### src/rtl/core/matrix_multiply_4x4_core_defines.svh
// Assertion macros for the 4x4 matrix multiply core.
// Included by modules that carry concurrent checks; no other dependencies.
`ifndef MATRIX_MULTIPLY_4X4_CORE_DEFINES_SVH
`define MATRIX_MULTIPLY_4X4_CORE_DEFINES_SVH

`ifndef SYNTHESIS

// same-cycle implication
`define MM4_ASSERT_NOW(lbl, clk, rst_n, ante, cons, msg) \
    lbl: assert property (@(posedge clk) disable iff (!rst_n) (ante) |-> (cons)) \
        else $error(msg);

// next-cycle implication
`define MM4_ASSERT_NEXT(lbl, clk, rst_n, ante, cons, msg) \
    lbl: assert property (@(posedge clk) disable iff (!rst_n) (ante) |=> (cons)) \
        else $error(msg);

`else

`define MM4_ASSERT_NOW(lbl, clk, rst_n, ante, cons, msg)
`define MM4_ASSERT_NEXT(lbl, clk, rst_n, ante, cons, msg)

`endif

`endif

### src/rtl/core/mm4_pkg.sv
// Shared types for the 4x4 matrix multiply core: request structs and
// controller/datapath command and status bundles. No dependencies.
package mm4_pkg;

    localparam int DIM    = 4;
    localparam int ELEM_W = 32;
    localparam int IDX_W  = 2;

    localparam logic [IDX_W-1:0] LAST_IDX = IDX_W'(DIM - 1);

    typedef struct packed {
        logic [IDX_W-1:0]         row_index;
        logic signed [ELEM_W-1:0] a_elem0;
        logic signed [ELEM_W-1:0] a_elem1;
        logic signed [ELEM_W-1:0] a_elem2;
        logic signed [ELEM_W-1:0] a_elem3;
        logic signed [ELEM_W-1:0] b_elem0;
        logic signed [ELEM_W-1:0] b_elem1;
        logic signed [ELEM_W-1:0] b_elem2;
        logic signed [ELEM_W-1:0] b_elem3;
    } load_req_t;

    typedef struct packed {
        logic [IDX_W-1:0]         out_row;
        logic signed [ELEM_W-1:0] prod_elem0;
        logic signed [ELEM_W-1:0] prod_elem1;
        logic signed [ELEM_W-1:0] prod_elem2;
        logic signed [ELEM_W-1:0] prod_elem3;
        logic                     last_row;
    } result_req_t;

    // controller -> datapath
    typedef struct packed {
        logic             store_wr;  // write incoming row into both stores
        logic             issue;     // launch one multiply step on all lanes
        logic [IDX_W-1:0] row;       // result row i
        logic [IDX_W-1:0] step;      // inner index k
        logic             first;     // k == 0, restart accumulators
        logic             last;      // k == 3
        logic             load_out;  // move finished row into output register
    } mm4_cmd_t;

    // datapath -> controller
    typedef struct packed {
        logic acc_done;  // accumulators hold a finished row
    } mm4_status_t;

endpackage

### src/rtl/core/mm4_ctrl.sv
// Controller of the 4x4 matrix multiply core: input handshake, row/step
// sequencing and result valid. Depends on mm4_pkg.
module mm4_ctrl (
    input  logic                   clk,
    input  logic                   rst_n,
    input  logic                   load_valid,
    output logic                   load_ready,
    input  logic [mm4_pkg::IDX_W-1:0] load_row,
    output logic                   result_valid,
    input  logic                   result_ready,
    input  mm4_pkg::mm4_status_t   stat,
    output mm4_pkg::mm4_cmd_t      cmd
);
    import mm4_pkg::*;

    typedef enum logic [1:0] {
        S_IDLE,
        S_ISSUE,
        S_FINISH
    } state_t;

    state_t           state_reg;
    logic [IDX_W-1:0] row_reg;
    logic [IDX_W-1:0] step_reg;
    logic             out_valid_reg;
    logic             accept;
    logic             slot_free;

    assign load_ready = (state_reg == S_IDLE);
    assign accept     = load_valid && load_ready;
    assign slot_free  = !out_valid_reg || result_ready;

    always_comb
    begin
        cmd.store_wr = accept;
        cmd.issue    = (state_reg == S_ISSUE);
        cmd.row      = row_reg;
        cmd.step     = step_reg;
        cmd.first    = (step_reg == '0);
        cmd.last     = (step_reg == LAST_IDX);
        cmd.load_out = (state_reg == S_FINISH) && stat.acc_done && slot_free;
    end

    always_ff @(posedge clk or negedge rst_n)
    begin
        if (!rst_n)
        begin
            state_reg     <= S_IDLE;
            row_reg       <= '0;
            step_reg      <= '0;
            out_valid_reg <= 1'b0;
        end
        else
        begin
            if (cmd.load_out)
            begin
                out_valid_reg <= 1'b1;
            end
            else if (result_ready)
            begin
                out_valid_reg <= 1'b0;
            end

            unique case (state_reg)
                S_IDLE:
                begin
                    if (accept && (load_row == LAST_IDX))
                    begin
                        state_reg <= S_ISSUE;
                        row_reg   <= '0;
                        step_reg  <= '0;
                    end
                end
                S_ISSUE:
                begin
                    step_reg <= step_reg + IDX_W'(1);
                    if (step_reg == LAST_IDX)
                    begin
                        state_reg <= S_FINISH;
                    end
                end
                S_FINISH:
                begin
                    if (cmd.load_out)
                    begin
                        if (row_reg == LAST_IDX)
                        begin
                            state_reg <= S_IDLE;
                        end
                        else
                        begin
                            state_reg <= S_ISSUE;
                            row_reg   <= row_reg + IDX_W'(1);
                            step_reg  <= '0;
                        end
                    end
                end
                default:
                begin
                    state_reg <= S_IDLE;
                end
            endcase
        end
    end

    assign result_valid = out_valid_reg;

endmodule

### config.mk
export PLATFORM = sky130hd
export DESIGN_NAME = mm4_ctrl
export DESIGN_NICKNAME = d
export VERILOG_FILES = /design/src/rtl/core/matrix_multiply_4x4_core_defines.svh /design/src/rtl/core/mm4_pkg.sv /design/src/rtl/core/mm4_ctrl.sv
export SDC_FILE = /design/constraint.sdc
export NUM_CORES = 1
export LEC_CHECK = 0
export BUFFER_PORTS_ARGS = -buffer_cell sky130_fd_sc_hd__buf_4
export CORE_AREA = 2 2 39 41
export CTS_BUF_LIST = sky130_fd_sc_hd__clkbuf_8
export CTS_CLUSTER_SIZE = 28
export DETAILED_ROUTE_END_ITERATION = 12
export DIE_AREA = 0 0 41 43
export GPL_ROUTABILITY_DRIVEN = 0
export HOLD_SLACK_MARGIN = 0.12
export PLACE_DENSITY_LB_ADDON = 0.2
export RECOVER_POWER = 50
export SLEW_MARGIN = 15
export SYNTH_ARGS = -nofsm -noshare
export SYNTH_HDL_FRONTEND = slang
export SYNTH_SLANG_ARGS = --single-unit
### constraint.sdc
create_clock -name clk -period 1.5 [get_ports clk]
set_clock_uncertainty 0.05 [all_clocks]
set_input_delay 0.15 -clock clk [delete_from_list [all_inputs] [get_ports clk]]
set_output_delay 0.15 -clock clk [all_outputs]
set_load 0.01 [all_outputs]
==> flow_metrics.env, run 1 <==
export IMPL_run_status="finished, final reports clean"
export IMPL_die_width_um=41
export IMPL_regArea_um2=178
export IMPL_fp_row_count=14
export IMPL_critPathRequiredTime_ns=1.57
export IMPL_cts_max_level=1
export IMPL_multi_input_area_um2=260
export IMPL_path_cells="ha_1, nand2b_1, nand2b_1, o311ai_1"
export IMPL_synth_edf_count=0
export IMPL_crit_path_max_fanout=4
export IMPL_clock_sinks=7
export IMPL_crit_path_max_incr_delay_ns=0.40
export IMPL_yosysSeqAreaShare=0.376
export IMPL_cp_start_kind="flip-flop"
export IMPL_slew_violations=0
export IMPL_synth_area_leader_cell="dfrtp_1"
export IMPL_dr_first_iter_drc_count=15
export IMPL_syn_inst=50
export IMPL_maxSlewHeadroom=0.708
export IMPL_vias=478
export IMPL_synth_nets=60
export IMPL_ios=18
export IMPL_cts_tree="built"
export IMPL_crit_path_end_kind="flip-flop"
export IMPL_numCtsBuffers=3
export IMPL_avgSynthCellArea_um2=9.31
export IMPL_placed_cell_area_um2=628
export IMPL_whs_path_depth=3
export IMPL_ys_types=25
export IMPL_ant_nets=0
export IMPL_grt_pass1_vias=425
export IMPL_cpMostUsedCell="nand2b_1"
export IMPL_track_usage=0.166
export IMPL_fill_cells=136
export IMPL_yosys_warnings=0
export IMPL_die_area_um2=1760
export IMPL_min_path_type="input pin to flip-flop"
export IMPL_synthArstFlopShare=1.00
export IMPL_grt_ovfl_total=0
export IMPL_ff2ff_path_depth=4
export IMPL_fin_crit_ns=1.41
export IMPL_slowest_stage="dfrtp_1"
export IMPL_die_h_um=43
export IMPL_cap_violations=0
export IMPL_ys_ff_latch=7
export IMPL_start_util=0.336
export IMPL_crit_type="flip-flop to flip-flop"
export IMPL_fin_nets=88
export IMPL_place_hpwl_um=828
export IMPL_hold_violations=0
export IMPL_clk_pin_slew_ns=0.04
export IMPL_clock_path_buffers=2
export IMPL_worst_pin_slew_ns=0.438
export IMPL_antenna_found_initial=0
export IMPL_min_period_over_period=0.939
export IMPL_wirelength_um=1160
export IMPL_layout_common_cells="buf_4 (20), nand2_1 (6), dfrtp_1 (5)"
export IMPL_final_cell_area_um2=696
export IMPL_setup_slack_ns=0.0920
export IMPL_clock_root_buffer="clkbuf_8"
export IMPL_synthFlopType="dfrtp_1"
export IMPL_synth_area_top_cells="dfrtp_1 (38%), ha_1 (8.1%), o211ai_1 (6.5%), buf_4 (4.8%), nand2_1 (4.8%)"
export IMPL_coreArea_um2=1380
export IMPL_irDropWorstVdd_mv=0.842
export IMPL_dp_slack_ns=0.0872
export IMPL_diodes=0
export IMPL_total_power_mw=1.33
export IMPL_drive_above_1_share=0.338
export IMPL_via_per_inst=5.14
export IMPL_critical_path_arrival_ns=1.48
export IMPL_syn_area_um2=465
export IMPL_setup_viol=0
export IMPL_grt_max_degree=12
export IMPL_firstDrtPassIters=3
export IMPL_powerDensity_nw_per_um2=1910
export IMPL_drc=0
export IMPL_max_freq_ghz=0.710
export IMPL_layout_commonest_cell="buf_4"
export IMPL_grt_pass1_wl_um=1860
export IMPL_synth_top_cell_area_share=0.376
export IMPL_routedWlPerCell_um=12.4
export IMPL_fin_util=0.503
export IMPL_port_buffers=17
export IMPL_worstSkewPairLatency_ns=0.23
export IMPL_p_leak_nw=0.336
export IMPL_area_delta_synth_final_pct=49.5
export IMPL_setup_tns_ns=0
## repair_timing
| action | 4_1_cts | 5_1_grt |
|---|---|---|
| gates resized for setup | 0 | 2 |
| hold buffers | 2 | 0 |
| endpoints found under the hold margin | 8 | 0 |
| buffers inserted | 0 | 2 |
| endpoints found under the setup margin | 0 | 2 |
## layer usage
layer,vias to the layer above,track usage,wire [um],part of all wire
met5,-,0,0,0
met4,0,0.120,27,0.023
met3,3,0.0471,73,0.063
met2,15,0.225,542,0.47
met1,224,0.216,513,0.44
li1,236,-,-,-
## report_power, final
part	internal [mW]	total, mW	leakage (nW)	switching, mW
Clock	0.177	0.263	0.0269	0.0861
Combinational	0.387	0.697	0.220	0.310
Sequential	0.270	0.366	0.0890	0.0961
Total	0.834	1.33	0.336	0.493
## final timing paths
check | end | from | slack [ns]
setup reg to reg | row_reg[0] | row_reg[1] | 0.09
max in group asynchronous | state_reg[1] | rst_n | 0.74
min in group asynchronous | row_reg[1] | rst_n | 0.33
hold / removal | result_valid | result_ready | 0.21
setup / recovery | row_reg[0] | row_reg[1] | 0.09
hold reg to reg | result_valid | result_valid | 0.52
## cell type report
type,instances,area share
clock buffer,3,0.0594
sequential,7,0.255
clock inverter,1,0.00540
inverter,2,0.0108
tap,16,0.0288
timing repair buffer,26,0.266
multi-input combinational,38,0.374
## cells in the mapped netlist (all sizes together), types with 2 or more instances
| cell type | n |
|---|---|
| inv | 2 |
| o21ai | 2 |
| buf | 3 |
| o211ai | 4 |
| nor2 | 3 |
| nor2b | 2 |
| nand2b | 3 |
| nand2 | 6 |
| dfrtp | 7 |
| ha | 3 |
## cells by family (layout without fill, tap and decap cells)
| group | after synthesis | count (layout) | share of synthesized area |
|---|---|---|---|
| muxes | 1 | 1 | 0.0242 |
| AOI/OAI and AO/OA | 14 | 14 | 0.226 |
| DFF | 7 | 7 | 0.376 |
| and+or+nand+nor | 19 | 19 | 0.210 |
| adders and majority gates | 3 | 3 | 0.0807 |
| xor gates and xnor gates | 1 | 1 | 0.0188 |
| buffers and inverters | 5 | 32 | 0.0645 |
## worst max-delay path: cells and delay by family (launching register included)
kind | cells | cell delay, ns
fa+ha+maj | 1 | 0.22
compound gates | 1 | 0.26
simple gates | 2 | 0.38
flops | 1 | 0.40
## through the flow
step / hold slack, ns / std cells
2_1_floorplan: -0.196 / 50
6_report: 0.210 / 93
3_3_place_gp: -0.0779 / 85
3_5_place_dp: -0.0789 / 85
4_1_cts: 0.214 / 91
5_1_grt: 0.236 / 93
No activity file was read; power rests on OpenSTA's default activity.
==> run 2: changes to the inputs <==
CAP_MARGIN = 10   (was default)
CELL_PAD_IN_SITES_DETAIL_PLACEMENT = 0   (was default)
CELL_PAD_IN_SITES_GLOBAL_PLACEMENT = 1   (was default)
CORE_AREA = default   (was 2 2 39 41)
CORE_MARGIN = 2   (was default)
CORE_UTILIZATION = 35   (was default)
DIE_AREA = default   (was 0 0 41 43)
==> flow_metrics.env, run 2 (synthesized netlist as in run 1, its figures left out) <==
export IMPL_run_status="finished, final reports clean"
export IMPL_p_int_mw=0.800
export IMPL_cts_tree="built"
export IMPL_fill_cells=124
export IMPL_p_leak_nw=0.321
export IMPL_combPwrFrac=0.515
export IMPL_vias=449
export IMPL_swShare=0.377
export IMPL_worst_pin_slew_ns=0.431
export IMPL_grt_ovfl_total=0
export IMPL_layout_common_cells="buf_4 (17), nand2_1 (6), clkbuf_1 (5), dfrtp_1 (5), o211ai_1 (4)"
export IMPL_hold_violations=0
export IMPL_track_usage=0.172
export IMPL_die_area_um2=1640
export IMPL_fin_nets=86
export IMPL_grt_max_degree=12
export IMPL_clock_root_buffer="clkbuf_8"
export IMPL_cts_max_level=1
export IMPL_ant_nets=0
export IMPL_fin_crit_ns=1.41
export IMPL_wirelength_um=1140
export IMPL_min_path_type="input pin to flip-flop"
export IMPL_maxSlewHeadroom=0.712
export IMPL_grt_pass1_wl_um=1840
export IMPL_layout_commonest_cell="buf_4"
export IMPL_die_h_um=40.5
export IMPL_pwr_share_clk=0.204
export IMPL_fp_row_count=13
export IMPL_setup_viol=0
export IMPL_numCtsBuffers=3
export IMPL_cp_start_kind="flip-flop"
export IMPL_total_power_mw=1.28
export IMPL_area_delta_synth_final_pct=45.2
export IMPL_critical_path_arrival_ns=1.21
export IMPL_slew_violations=0
export IMPL_clock_path_buffers=2
export IMPL_start_util=0.367
export IMPL_crit_path_end_kind="primary output"
export IMPL_coreArea_um2=1270
export IMPL_drc=0
export IMPL_routedWlPerCell_um=12.6
export IMPL_diodes=0
export IMPL_antenna_found_initial=0
export IMPL_dr_first_iter_drc_count=4
export IMPL_port_buffers=17
export IMPL_place_hpwl_um=848
export IMPL_firstDrtPassIters=4
export IMPL_drive_above_1_share=0.307
export IMPL_die_width_um=40.5
export IMPL_fin_util=0.533
export IMPL_setup_tns_ns=0
export IMPL_critPathRequiredTime_ns=1.30
export IMPL_cap_violations=0
export IMPL_irDropWorstVdd_mv=0.737
export IMPL_seq_power_share=0.281
export IMPL_grt_pass1_vias=410
export IMPL_crit_path_max_fanout=11
export IMPL_min_period_over_period=0.940
export IMPL_p_sw_mw=0.484
export IMPL_via_per_inst=4.99
export IMPL_ios=18
export IMPL_clock_sinks=7
export IMPL_worstSkewPairLatency_ns=0.23
export IMPL_clk_pin_slew_ns=0.04
export IMPL_crit_type="flip-flop to primary output"
export IMPL_max_freq_ghz=0.709
export IMPL_rsz0062_at_grt="false"
export IMPL_powerDensity_nw_per_um2=1900
run 2: cell count changes in the layout (fill, tap and decap cells not counted):
cell / before / now
clkbuf_1: 4 / 5
buf_4: 20 / 17
run 2: layer usage:
metal	share of wire	track usage	vias up
li1	-	-	233
met1	0.47	0.241	203
met2	0.49	0.266	13
met3	0.041	0.0333	0
met4	0	0.0500	0
met5	0	0	-
run 2: worst paths after layout:
path                         startpoint           end  slack, ns  depth (start not counted)
max                        state_reg[0]        cmd[0]       0.09                          3
min                        result_ready  result_valid       0.22                          3
max reg2reg                 step_reg[1]   step_reg[1]       0.12                          5
min reg2reg                result_valid  result_valid       0.53                          2
max in group asynchronous         rst_n  state_reg[0]       0.74                          2
min in group asynchronous         rst_n   step_reg[0]       0.33                          2
run 2: power by group through the flow:
stage	clock network [mW]	logic, mW	registers, mW
floorplan	0	0.399	0.361
global placement	0	0.680	0.368
detailed placement	0	0.676	0.364
CTS	0.269	0.682	0.361
global route	0.283	0.744	0.373
finish	0.262	0.662	0.361
run 2: worst max-delay path, cell delays in order, from the launching register on:
cell and delay (ns):
dfrtp_2 0.46, or2b_1 0.29, nor2_1 0.11, buf_4 0.12
run 2: what timing repair did:
item / 4_1_cts / 5_1_grt
hold endpoints to repair: 8 / 0
buffers inserted: 0 / 1
endpoints found under the setup margin: 0 / 3
hold buffers: 2 / 0
gates resized for setup: 0 / 2
run 2: final cells by class:
class / instances / area (um^2) / area share
clock buffer: 3 / 41.3 / 0.0611
clock inverter: 1 / 3.75 / 0.00556
inverter: 2 / 7.51 / 0.0111
multi-input combinational: 38 / 260 / 0.385
sequential: 7 / 178 / 0.263
tap: 15 / 18.8 / 0.0278
timing repair buffer: 24 / 166 / 0.246
run 2: metrics by stage:
step	instance area [um^2]	instances	setup slack, ns	hold slack [ns]
after detailed placement	619	83	0.0678	-0.0778
after global routing	676	90	0.0112	0.231
final	676	90	0.0902	0.217
after CTS	684	89	0.0172	0.208
after global placement	619	83	0.0269	-0.0781
after floorplan	465	50	0.0720	-0.196
